## src/sapb_pkg.sv

```systemverilog
// Shared types, constants and helpers of the shelf atlas packer blitter.
// Used by every RTL module of the block; depends on nothing.
package sapb_pkg;

	// Largest atlas the block supports
	localparam int MAX_ATLAS_WIDTH  = 512;
	localparam int MAX_ATLAS_HEIGHT = 256;

	// Field widths
	localparam int GW_W    = 10;
	localparam int GH_W    = 9;
	localparam int GRAY_W  = 8;
	localparam int SCOL_W  = 9;
	localparam int SROW_W  = 8;
	localparam int ADDR_W  = 17;
	localparam int AW_W    = 10;
	localparam int AH_W    = 9;
	localparam int CFG_INDEX_W = 1;
	localparam int CFG_DATA_W  = 10;

	// Register indexes
	localparam logic [CFG_INDEX_W-1:0] REG_ATLAS_WIDTH  = 1'b0;
	localparam logic [CFG_INDEX_W-1:0] REG_ATLAS_HEIGHT = 1'b1;

	// Reset values of the registers
	localparam logic [AW_W-1:0] ATLAS_WIDTH_RESET  = 10'd512;
	localparam logic [AH_W-1:0] ATLAS_HEIGHT_RESET = 9'd256;

	// Item modes and result kinds
	localparam logic MODE_BEGIN = 1'b0;
	localparam logic MODE_PIXEL = 1'b1;
	localparam logic KIND_SLOT  = 1'b0;
	localparam logic KIND_PIXEL = 1'b1;

	// Clamp limits expressed in register width
	localparam logic [AW_W-1:0] ATLAS_W_LIMIT =
		(MAX_ATLAS_WIDTH > 1023) ? 10'd1023 : AW_W'(MAX_ATLAS_WIDTH);
	localparam logic [AH_W-1:0] ATLAS_H_LIMIT =
		(MAX_ATLAS_HEIGHT > 511) ? 9'd511 : AH_W'(MAX_ATLAS_HEIGHT);

	// Placement of a begin transaction
	typedef struct packed {
		logic             empty;
		logic             no_space;
		logic             placed;
		logic [8:0]       column;
		logic [8:0]       row;
	} place_t;

	// Pixel write command
	typedef struct packed {
		logic              enable;
		logic [ADDR_W-1:0] address;
		logic [GRAY_W-1:0] data;
	} write_t;

	// Width in use: zero acts as one, capped at the maximum
	function automatic logic [AW_W-1:0] clamp_width(input logic [AW_W-1:0] v);
		logic [AW_W-1:0] r;
		if (v == '0)
			r = AW_W'(1);
		else if (v > ATLAS_W_LIMIT)
			r = ATLAS_W_LIMIT;
		else
			r = v;
		return r;
	endfunction

	// Height in use: zero acts as one, capped at the maximum
	function automatic logic [AH_W-1:0] clamp_height(input logic [AH_W-1:0] v);
		logic [AH_W-1:0] r;
		if (v == '0)
			r = AH_W'(1);
		else if (v > ATLAS_H_LIMIT)
			r = ATLAS_H_LIMIT;
		else
			r = v;
		return r;
	endfunction

endpackage

```

## src/sapb_placer.sv

```systemverilog
// Shelf placer: cursor and shelf state, places one glyph per begin transaction.
// Depends on sapb_pkg.
module sapb_placer
	import sapb_pkg::*;
(
	input  logic            clk,
	input  logic            arst_n,
	input  logic            fire_begin,
	input  logic [GW_W-1:0] bitmap_width,
	input  logic [GH_W-1:0] bitmap_height,
	input  logic [AW_W-1:0] aw,
	input  logic [AH_W-1:0] ah,
	output place_t          place
);

	logic [9:0]  cursor_column_q;
	logic [9:0]  cursor_row_q;
	logic [8:0]  shelf_height_q;

	logic [10:0] col_sum;
	logic        wrap;
	logic [10:0] row_sum;
	logic [9:0]  wrap_row;
	logic [9:0]  col_eff;
	logic [9:0]  row_eff;
	logic [8:0]  shelf_eff;
	logic        empty;
	logic        refuse;
	logic [10:0] bottom;

	// Wrap to a new shelf, then check the fit
	always_comb begin
		col_sum   = {1'b0, cursor_column_q} + {1'b0, bitmap_width};
		wrap      = col_sum > {1'b0, aw};
		row_sum   = {1'b0, cursor_row_q} + 11'(shelf_height_q);
		wrap_row  = (row_sum > 11'd1023) ? 10'd1023 : row_sum[9:0];
		col_eff   = wrap ? 10'd0 : cursor_column_q;
		row_eff   = wrap ? wrap_row : cursor_row_q;
		shelf_eff = wrap ? 9'd0 : shelf_height_q;
		empty     = (bitmap_width == '0) || (bitmap_height == '0);
		bottom    = {1'b0, row_eff} + 11'(bitmap_height);
		refuse    = (bitmap_width > aw) || (bottom > 11'(ah));
		place.empty    = empty;
		place.no_space = !empty && refuse;
		place.placed   = !empty && !refuse;
		place.column   = col_eff[8:0];
		place.row      = row_eff[8:0];
	end

	// Advance the cursor; a wrap stays even when the glyph is refused
	always_ff @(posedge clk or negedge arst_n) begin
		if (!arst_n) begin
			cursor_column_q <= '0;
			cursor_row_q    <= '0;
			shelf_height_q  <= '0;
		end else if (fire_begin && !empty) begin
			cursor_row_q <= row_eff;
			if (place.placed) begin
				cursor_column_q <= 10'(col_eff + bitmap_width);
				shelf_height_q  <= (bitmap_height > shelf_eff) ? bitmap_height : shelf_eff;
			end else begin
				cursor_column_q <= col_eff;
				shelf_height_q  <= shelf_eff;
			end
		end
	end

endmodule

```

## src/sapb_blitter.sv

```systemverilog
// Pixel blitter: walks the placed glyph row-major and forms atlas write commands.
// Depends on sapb_pkg.
module sapb_blitter
	import sapb_pkg::*;
(
	input  logic              clk,
	input  logic              arst_n,
	input  logic              fire_begin,
	input  logic              fire_pixel,
	input  place_t            place,
	input  logic [GW_W-1:0]   bitmap_width,
	input  logic [GH_W-1:0]   bitmap_height,
	input  logic [GRAY_W-1:0] pixel_gray,
	input  logic [AW_W-1:0]   aw,
	output write_t            wr
);

	logic             glyph_placed_q;
	logic [8:0]       placed_column_q;
	logic [8:0]       placed_row_q;
	logic [GW_W-1:0]  current_width_q;
	logic [GH_W-1:0]  current_height_q;
	logic [8:0]       pixel_column_q;
	logic [8:0]       pixel_row_q;

	logic [9:0]  col_abs;
	logic [9:0]  row_abs;
	logic [19:0] row_base;
	logic [19:0] addr_full;
	logic [9:0]  col_next;
	logic [9:0]  row_next;
	logic        col_wrap;
	logic        row_wrap;

	// Address is column plus row times the atlas width
	always_comb begin
		col_abs   = {1'b0, placed_column_q} + {1'b0, pixel_column_q};
		row_abs   = {1'b0, placed_row_q} + {1'b0, pixel_row_q};
		row_base  = row_abs * aw;
		addr_full = 20'(col_abs) + row_base;
		col_next  = {1'b0, pixel_column_q} + 10'd1;
		row_next  = {1'b0, pixel_row_q} + 10'd1;
		col_wrap  = col_next >= current_width_q;
		row_wrap  = row_next >= {1'b0, current_height_q};
		wr.enable  = glyph_placed_q;
		wr.address = glyph_placed_q ? addr_full[ADDR_W-1:0] : '0;
		wr.data    = glyph_placed_q ? pixel_gray : '0;
	end

	// Latch the new glyph, or step through its pixels
	always_ff @(posedge clk or negedge arst_n) begin
		if (!arst_n) begin
			glyph_placed_q   <= 1'b0;
			placed_column_q  <= '0;
			placed_row_q     <= '0;
			current_width_q  <= '0;
			current_height_q <= '0;
			pixel_column_q   <= '0;
			pixel_row_q      <= '0;
		end else if (fire_begin) begin
			glyph_placed_q   <= place.placed;
			placed_column_q  <= place.column;
			placed_row_q     <= place.row;
			current_width_q  <= bitmap_width;
			current_height_q <= bitmap_height;
			pixel_column_q   <= '0;
			pixel_row_q      <= '0;
		end else if (fire_pixel && glyph_placed_q) begin
			if (col_wrap) begin
				pixel_column_q <= '0;
				if (row_wrap) begin
					pixel_row_q    <= '0;
					glyph_placed_q <= 1'b0;
				end else begin
					pixel_row_q <= row_next[8:0];
				end
			end else begin
				pixel_column_q <= col_next[8:0];
			end
		end
	end

endmodule

```

## src/shelf_atlas_packer_blitter_top.sv

```systemverilog
// Top level of the shelf atlas packer blitter: input register, configuration
// registers, placer, blitter and result register. Depends on sapb_pkg,
// sapb_placer and sapb_blitter.
//
// Takes one transaction per cycle while the output is not stalled and gives
// one result per transaction, in order; the result passes the input register
// and then the result register, and is taken at an edge where the output is
// not stalled. A begin transaction (mode 0) places the glyph on the current
// shelf with compare-and-add logic; each pixel transaction (mode 1) costs one
// 10x10 multiply and one add for its atlas address in the same stage. The input
// register and the result register are separate, so a new transaction is taken
// while a finished result waits. Configuration writes are always ready and take
// effect on the next transaction; write them only while the block is idle.
module shelf_atlas_packer_blitter_top
	import sapb_pkg::*;
(
	input  logic                   clk,
	input  logic                   arst_n,
	// Input channel
	input  logic                   in_valid,
	output logic                   in_stall,
	input  logic                   mode,
	input  logic [GW_W-1:0]        bitmap_width,
	input  logic [GH_W-1:0]        bitmap_height,
	input  logic [GRAY_W-1:0]      pixel_gray,
	// Result channel
	output logic                   out_valid,
	input  logic                   out_stall,
	output logic                   kind,
	output logic [SCOL_W-1:0]      slot_column,
	output logic [SROW_W-1:0]      slot_row,
	output logic                   no_space,
	output logic                   empty_glyph,
	output logic                   write_enable,
	output logic [ADDR_W-1:0]      write_address,
	output logic [GRAY_W-1:0]      write_data,
	// Configuration channel
	input  logic                   cfg_valid,
	output logic                   cfg_ready,
	input  logic [CFG_INDEX_W-1:0] cfg_index,
	input  logic [CFG_DATA_W-1:0]  cfg_data
);

	logic [AW_W-1:0]   atlas_width_q;
	logic [AH_W-1:0]   atlas_height_q;
	logic [AW_W-1:0]   aw;
	logic [AH_W-1:0]   ah;

	logic              valid_s1;
	logic              mode_s1;
	logic [GW_W-1:0]   bitmap_width_s1;
	logic [GH_W-1:0]   bitmap_height_s1;
	logic [GRAY_W-1:0] pixel_gray_s1;

	logic              advance;
	logic              fire;
	logic              fire_begin;
	logic              fire_pixel;
	place_t            place;
	write_t            wr;

	logic              out_valid_q;
	logic              kind_q;
	logic [SCOL_W-1:0] slot_column_q;
	logic [SROW_W-1:0] slot_row_q;
	logic              no_space_q;
	logic              empty_glyph_q;
	logic              write_enable_q;
	logic [ADDR_W-1:0] write_address_q;
	logic [GRAY_W-1:0] write_data_q;

	// Configuration registers
	assign cfg_ready = 1'b1;

	always_ff @(posedge clk or negedge arst_n) begin
		if (!arst_n) begin
			atlas_width_q  <= ATLAS_WIDTH_RESET;
			atlas_height_q <= ATLAS_HEIGHT_RESET;
		end else if (cfg_valid && cfg_ready) begin
			case (cfg_index)
				REG_ATLAS_WIDTH:  atlas_width_q  <= cfg_data;
				REG_ATLAS_HEIGHT: atlas_height_q <= cfg_data[AH_W-1:0];
				default: ;
			endcase
		end
	end

	assign aw = clamp_width(atlas_width_q);
	assign ah = clamp_height(atlas_height_q);

	// Handshake: stage 1 moves on when the result register is empty or its result is taken
	assign advance    = !out_valid_q || !out_stall;
	assign fire       = valid_s1 && advance;
	assign fire_begin = fire && (mode_s1 == MODE_BEGIN);
	assign fire_pixel = fire && (mode_s1 == MODE_PIXEL);
	assign in_stall   = valid_s1 && !advance;

	// Input register
	always_ff @(posedge clk or negedge arst_n) begin
		if (!arst_n) begin
			valid_s1 <= 1'b0;
		end else if (!in_stall) begin
			valid_s1 <= in_valid;
		end
	end

	always_ff @(posedge clk) begin
		if (in_valid && !in_stall) begin
			mode_s1          <= mode;
			bitmap_width_s1  <= bitmap_width;
			bitmap_height_s1 <= bitmap_height;
			pixel_gray_s1    <= pixel_gray;
		end
	end

	sapb_placer u_placer (
		.clk           (clk),
		.arst_n        (arst_n),
		.fire_begin    (fire_begin),
		.bitmap_width  (bitmap_width_s1),
		.bitmap_height (bitmap_height_s1),
		.aw            (aw),
		.ah            (ah),
		.place         (place)
	);

	sapb_blitter u_blitter (
		.clk           (clk),
		.arst_n        (arst_n),
		.fire_begin    (fire_begin),
		.fire_pixel    (fire_pixel),
		.place         (place),
		.bitmap_width  (bitmap_width_s1),
		.bitmap_height (bitmap_height_s1),
		.pixel_gray    (pixel_gray_s1),
		.aw            (aw),
		.wr            (wr)
	);

	// Result register valid
	always_ff @(posedge clk or negedge arst_n) begin
		if (!arst_n) begin
			out_valid_q <= 1'b0;
		end else if (advance) begin
			out_valid_q <= valid_s1;
		end
	end

	// Result register payload
	always_ff @(posedge clk) begin
		if (fire) begin
			if (mode_s1 == MODE_BEGIN) begin
				kind_q          <= KIND_SLOT;
				slot_column_q   <= place.placed ? place.column : '0;
				slot_row_q      <= place.placed ? place.row[SROW_W-1:0] : '0;
				no_space_q      <= place.no_space;
				empty_glyph_q   <= place.empty;
				write_enable_q  <= 1'b0;
				write_address_q <= '0;
				write_data_q    <= '0;
			end else begin
				kind_q          <= KIND_PIXEL;
				slot_column_q   <= '0;
				slot_row_q      <= '0;
				no_space_q      <= 1'b0;
				empty_glyph_q   <= 1'b0;
				write_enable_q  <= wr.enable;
				write_address_q <= wr.address;
				write_data_q    <= wr.data;
			end
		end
	end

	assign out_valid     = out_valid_q;
	assign kind          = kind_q;
	assign slot_column   = slot_column_q;
	assign slot_row      = slot_row_q;
	assign no_space      = no_space_q;
	assign empty_glyph   = empty_glyph_q;
	assign write_enable  = write_enable_q;
	assign write_address = write_address_q;
	assign write_data    = write_data_q;

endmodule

```

## config.mk

```make
export PLATFORM = sky130hd
export DESIGN_NAME = shelf_atlas_packer_blitter_top
export DESIGN_NICKNAME = d
export VERILOG_FILES = /design/src/sapb_pkg.sv /design/src/sapb_placer.sv /design/src/sapb_blitter.sv /design/src/shelf_atlas_packer_blitter_top.sv
export SDC_FILE = /design/constraint.sdc
export NUM_CORES = 1
export LEC_CHECK = 0
export ABC_AREA = 1
export BUFFER_PORTS_ARGS = -buffer_cell sky130_fd_sc_hd__buf_2
export CORE_UTILIZATION = 35
export CTS_CLUSTER_SIZE = 28
export DETAILED_ROUTE_END_ITERATION = 12
export PLACE_DENSITY = 0.54
export SLEW_MARGIN = 20
export SYNTH_ARGS = -nofsm -noshare
export SYNTH_HDL_FRONTEND = slang
export SYNTH_SLANG_ARGS = --single-unit
```

## constraint.sdc

```tcl
create_clock -name clk -period 13.3 [get_ports clk]
set_input_delay 2.66 -clock clk [delete_from_list [all_inputs] [get_ports clk]]
set_output_delay 2.66 -clock clk [all_outputs]
set_load 0.05 [all_outputs]
```

# [After elaboration in Yosys (flattened, before gate mapping)]
# Cells that the tools add are included.
# Widths: inputs -> output; s select.
[classes] addsub=9 n_mul=1 magnitude_cmp=9 mux=23 bitwise_logic=3 reduce_logical=31
[ops] op="$mux 9" count=12
[ops] op="$mux 10" count=6
[ops] op="$add 10x9->11" count=2
[ops] op="$add 9x1->10 const B" count=2
[ops] op="$add 9x9->10" count=2
[ops] op="$logic_not 10->1" count=2
[ops] op="$logic_not 9->1" count=2
[ops] op="$add 10x17->17" count=1
[ops] op="$mul 10x10->17" count=1
[ops] op="$add 10x10->11" count=1
[ops] op="$gt 11x10->1" count=1
[ops] op="$gt 11x10->1 const B" count=1
[ops] op="$gt 11x9->1" count=1
[ops] op="$add 10x10->10" count=1
[ops] op="$ge 10x10->1" count=1
[ops] op="$ge 10x9->1" count=1
[ops] op="$gt 10x10->1" count=1
[ops] op="$gt 10x10->1 const B" count=1
[ops] op="$gt 9x9->1" count=1
[ops] op="$gt 9x9->1 const B" count=1
[ops] op="$logic_and 1x1->1" count=9
[ops] op="$reduce_and 2->1" count=4
[ops] op="$logic_not 1->1" count=6
[ops] op="$reduce_bool 2->1" count=3
[ops] op="other kinds (5)" count=13
[totals] reg_bits=180 inputBits=44 out_inout_bits=49 wordCells=102

# [Depth between registers and ports, before layout]
[depth] depth_word=12 depth_mapped=43

# [By module]
# A second synthesis with hierarchy kept.
[hier_totals] hier_cells=1895 hier_area_um2=15113.2
[modules_own_cells] mod="sapb_blitter" instances=1 cells_per_inst=894 area_each_um2=6885.4 seq_area_each_um2=1401.3
[modules_own_cells] mod="sapb_placer" instances=1 cells_per_inst=687 area_each_um2=4558.1 seq_area_each_um2=725.7
[modules_own_cells] mod="shelf_atlas_packer_blitter_top" instances=1 cells_per_inst=314 area_each_um2=3669.8 seq_area_each_um2=2750.1

# [Least setup slack after synthesis]
# Ideal clock, no wire load.
[synth_timing] path_type="input -> register" from="input port out_stall" to="register u_placer.cursor_column_q[9]" setup_ns=0.128 t_arrival_ns=6.160 slack_ns=7.012 cell_stages=12 path_buffers=1 path_cell_list="nand2_1 inv_1 nor2_1 inv_1 nor2_2 inv_2 nor2_1 buf_2 o21ai_0 a21oi_1 nand4_1 xor2_1"
[synth_via] elab_chain_cells=5
[synth_lines] element="start: declaration" line="shelf_atlas_packer_blitter_top.sv:28" source="input logic out_stall,"
[synth_lines] element="$logic_not 1->1" line="shelf_atlas_packer_blitter_top.sv:92" source="assign advance = !out_valid_q || !out_stall;"
[synth_lines] element="$logic_or 1x1->1" line="shelf_atlas_packer_blitter_top.sv:92"
[synth_lines] element="$logic_and 1x1->1" line="shelf_atlas_packer_blitter_top.sv:93" source="assign fire = valid_s1 && advance;"
[synth_lines] element="net fire" line="shelf_atlas_packer_blitter_top.sv:56" source="logic fire;"
[synth_lines] element="$logic_and 1x1->1" line="shelf_atlas_packer_blitter_top.sv:94" source="assign fire_begin = fire && (mode_s1 == MODE_BEGIN);"
[synth_lines] element="$logic_and 1x1->1" line="sapb_placer.sv:56" source="end else if (fire_begin && !empty) begin"
[synth_lines] element="end signal: assignment" line="sapb_placer.sv:59" source="cursor_column_q <= 10'(col_eff + bitmap_width);"
[synth_lines] element="end signal: assignment" line="sapb_placer.sv:62" source="cursor_column_q <= col_eff;"
[synth_lines] element="end: declaration" line="sapb_placer.sv:16" source="logic [9:0] cursor_column_q;"
# The timed path passes the listed nets, and every way through them passes these cells.
# A chain may end at the register's enable or synchronous reset.

==> flow_summary_export.csv <==
group,metric,value,unit
clock_network,h-tree-depth,4,
cells_and_area,fin_nets,2068,
timing,period_share,58.3,%
critical_path,cp-start-kind,"flip-flop",
critical_path,end_kind,"flip-flop",
routing,ant_nets,0,
place,gp_congestion,0.871,
min_path,worstHoldEndpoint,"atlas_height_q[8]$_DFFE_PN1P_",
clock_network,cts.sinks,180,
power_and_ir_drop,internal_power,0.00185,W
clock_network,post_cts_buffers,0,
critical_path,r2r_slack,5550,ps
power_and_ir_drop,swShare,52.0,%
critical_path,cp.required,13610,ps
critical_path,cp_slowest_stage_delay,470,ps
global_routing,grt_start_max_net_pins,55,
synthesis,ys_seq_area_share,34.1,%
floorplan,die_x,204,um
min_path,hold_start,"atlas_height_q[8]$_DFFE_PN1P_",
floorplan,die_h,204,um
status,outcome,"complete, no violations",
synthesis,yosysWarnings,0,
power_and_ir_drop,ir_worst_vdd,0.145,mV
global_routing,grt.total_usage,20.1,%
floorplan,num_io_pins,93,
clock_network,post_cts_resized,0,
timing,timing.fmax,129,MHz
power_and_ir_drop,cellPowerDensity,243,nW/um^2
synthesis,syn-instance-count,1702,
synthesis,async_reset_ff_share,58.9,%
floorplan,dieArea,41600,sq um
routing,via_per_inst,4.90,
critical_path,r2r-end,"slot_row[7]$_SDFFCE_PP0P_",
power_and_ir_drop,power_frac_comb,64.8,%
routing,wl,39300,um
routing,num_vias,11400,
clock_network,root_buffer,"clkbuf_16",
synthesis,ys.flop_type,"dfrtp_1",
place,place_hpwl,31000,um
synthesis,synth_fp_nets,1976,
critical_path,worstReg2RegStart,"bitmap_width_s1[2]$_DFFE_PP_",
clock_network,cts_buffers,17,
power_and_ir_drop,pwr-share-seq,21.7,%
global_routing,grt-ovfl-total,0,
critical_path,cp_common_cell,"nand2_1",
timing,setup_tns,0,ps
routing,routedWlPerCell,16.9,um
place,portBuffers,91,
critical_path,crit_slowest_cell,"edfxtp_1",
floorplan,rows,73,
critical_path,crit_buf_inv,7,
synthesis,ys_types,58,
power_and_ir_drop,power,0.00387,W
global_routing,grt_pass1_wl,63900,um
timing,fin_worst_skew,11.8,ps
routing,first_pass_iters,8,
synthesis,synth_edf_count,74,
cells_and_area,area_growth,11.6,%
timing,rsz0062_at_grt,"false",
timing,setup_viol,0,
synthesis,synth_area,14300,sq um
job,maxCapViolCount,0,
clock_network,cts_buffer_depth,2,
critical_path,path_delay_family,"simple AND/OR/NAND/NOR gates",
routing,drt-initial-drc-count,656,
min_path,holdPathStages,2,
synthesis,avgSynthCellArea,8.39,sq um
clock_network,cts_tree,"yes",
synthesis,ys_seq_elements,180,
cells_and_area,drive_above_1_share,9.30,%
critical_path,cp_data_arrival_time,8060,ps
timing,finalHoldViolations,0,
critical_path,criticalPathCategory,"reg -> reg",
power_and_ir_drop,switchingPower,0.00201,W
critical_path,crit_fanout,25,
global_routing,first_global_vias,11800,
floorplan,start_util,35.7,%
critical_path,reg2reg_depth,39,
timing,period_needed,7750,ps
timing,tightest_slew,1120,ps
timing,drv_slew,0,
min_path,holdCritPathClass,"reg -> reg",
floorplan,core_area,40000,sq um
cells_and_area,antenna_cells,0,
clock_network,clk_pin_slew,80,ps
global_routing,antenna_found_initial,0,
power_and_ir_drop,pwr-share-clk,13.4,%
power_and_ir_drop,leakage,8.11,nW
routing,drc,0,
timing,relSlewSlack,25.2,%
clock_network,clock_latency,450,ps
clock_network,hold_buffers,0,
flip-flops by register name (all words and copies together) (netlist names), 10 cells and up:
signal / flops
u_blitter.current_width_q: 10
u_placer.cursor_column_q: 10
atlas_width_q: 10
u_placer.cursor_row_q: 10
write_address: 17
bitmap_width_s1: 10
logic make-up after synthesis:
kind of cell | Yosys count | share of synthesized area [%]
AOI/OAI and AO/OA | 236 | 9.41
xor gates and xnor gates | 47 | 2.88
adders and majority gates | 230 | 24.6
buffers and inverters | 335 | 9.04
DFF | 180 | 34.1
other | 1 | 0.0262
and+or+nand+nor | 673 | 20.0
cell type report:
| class | instances | area, sq um |
|---|---|---|
| clock inverters | 11 | 114 |
| flip-flops and latches | 180 | 4880 |
| multi-input cells | 1187 | 8130 |
| fillers | 4077 | 24100 |
| well taps | 525 | 657 |
| inverters | 305 | 1140 |
| repair buffers | 103 | 548 |
| clock buffers | 21 | 472 |
stage by stage:
stage / cells / cell area [sq um] / setup WS [ps] / hold WS, ps / util, %
6_report: 2332 / 15900 / 5550 / 494 / 39.8
4_1_cts: 2332 / 15900 / 5580 / 498 / 39.8
3_3_place_gp: 2300 / 15400 / 5850 / 472 / 38.4
2_1_floorplan: 1702 / 14300 / 7010 / 434 / -
3_5_place_dp: 2300 / 15400 / 5620 / 485 / 38.4
5_1_grt: 2332 / 15900 / 4850 / 523 / 39.8
synth_stat cells (2+ instances only):
cell,count,area [sq um]
o21ai_1,5,25.0
nor2_4,10,113
nand2_1,415,1560
a211oi_1,2,15.0
clkinv_1,4,15.0
o21ai_0,98,490
buf_2,5,25.0
ha_1,146,1830
dfstp_2,2,52.6
clkbuf_1,21,78.8
nor2_1,142,533
edfxtp_1,74,2220
xor2_1,37,324
o2111ai_1,7,61.3
nand3_1,36,180
nor3_1,9,45.0
dfrtp_1,104,2600
nor4_1,7,43.8
nand2_2,2,12.5
a21o_1,4,30.0
and2_1,2,12.5
o221ai_1,3,26.3
xnor2_1,10,87.6
o22ai_1,12,75.1
inv_1,298,1120
nand4_1,32,200
fa_1,84,1680
a21oi_1,76,380
a22o_1,3,26.3
or2_2,4,25.0
inv_2,3,11.3
a31oi_1,9,56.3
o21a_1,5,37.5
nor2_2,3,18.8
nand3b_1,4,30.0
o31ai_1,2,15.0
power groups by stage:
stage                     Sequential, W  Combinational (W)  Clock (W)
after floorplan                0.000911            0.00184          0
after global placement         0.000850            0.00250          0
after detailed placement       0.000850            0.00251          0
after CTS                      0.000840            0.00253   0.000534
after global routing           0.000855            0.00289   0.000555
final                          0.000839            0.00251   0.000520
cell usage in the layout (no fill, tap or decap), types with 13 or more instances in the layout:
| master | netlist | final |
|---|---|---|
| nor2_1 | 142 | 141 |
| nand4_1 | 32 | 32 |
| o21ai_0 | 98 | 98 |
| dfrtp_1 | 104 | 104 |
| inv_1 | 298 | 298 |
| xor2_1 | 37 | 37 |
| ha_1 | 146 | 146 |
| nand2_1 | 415 | 415 |
| a21oi_1 | 76 | 76 |
| fa_1 | 84 | 84 |
| nand3_1 | 36 | 36 |
| buf_4 | 1 | 13 |
| clkbuf_16 | 0 | 18 |
| buf_2 | 5 | 90 |
| edfxtp_1 | 74 | 74 |
worst max-delay path by stage:
stage | start | endpoint | slack [ps] | depth (start not counted)
after floorplan | out_stall | u_placer.cursor_column_q[9]$_DFFE_PN0P_ | 7010 | 12
after global placement | bitmap_width_s1[2]$_DFFE_PP_ | slot_row[7]$_SDFFCE_PP0P_ | 5850 | 41
after detailed placement | bitmap_width_s1[2]$_DFFE_PP_ | slot_row[7]$_SDFFCE_PP0P_ | 5620 | 41
after CTS | bitmap_width_s1[2]$_DFFE_PP_ | slot_row[7]$_SDFFCE_PP0P_ | 5580 | 41
after global routing | bitmap_width_s1[2]$_DFFE_PP_ | slot_row[3]$_SDFFCE_PP0P_ | 4850 | 41
final | bitmap_width_s1[2]$_DFFE_PP_ | slot_row[7]$_SDFFCE_PP0P_ | 5550 | 39
layer usage:
metal / global-route usage, % / vias to the layer above / wire (um)
met3: 2.61 / 45 / 1330
met4: 6.21 / 0 / 837
li1: - / 5662 / -
met5: 0 / - / 0
met1: 26.4 / 5477 / 18200
met2: 34.2 / 233 / 18900
worst register-to-register path: cells and delay by family, from the launching register on:
| kind | cells | cell delay [ps] |
|---|---|---|
| and+or+nand+nor | 19 | 2730 |
| AOI/OAI and AO/OA | 7 | 1670 |
| adders and majority gates | 4 | 1340 |
| buffers and inverters | 7 | 1090 |
| DFF | 1 | 470 |
| xor gates and xnor gates | 2 | 300 |
Note: power is estimated with default switching activity, not from simulation.
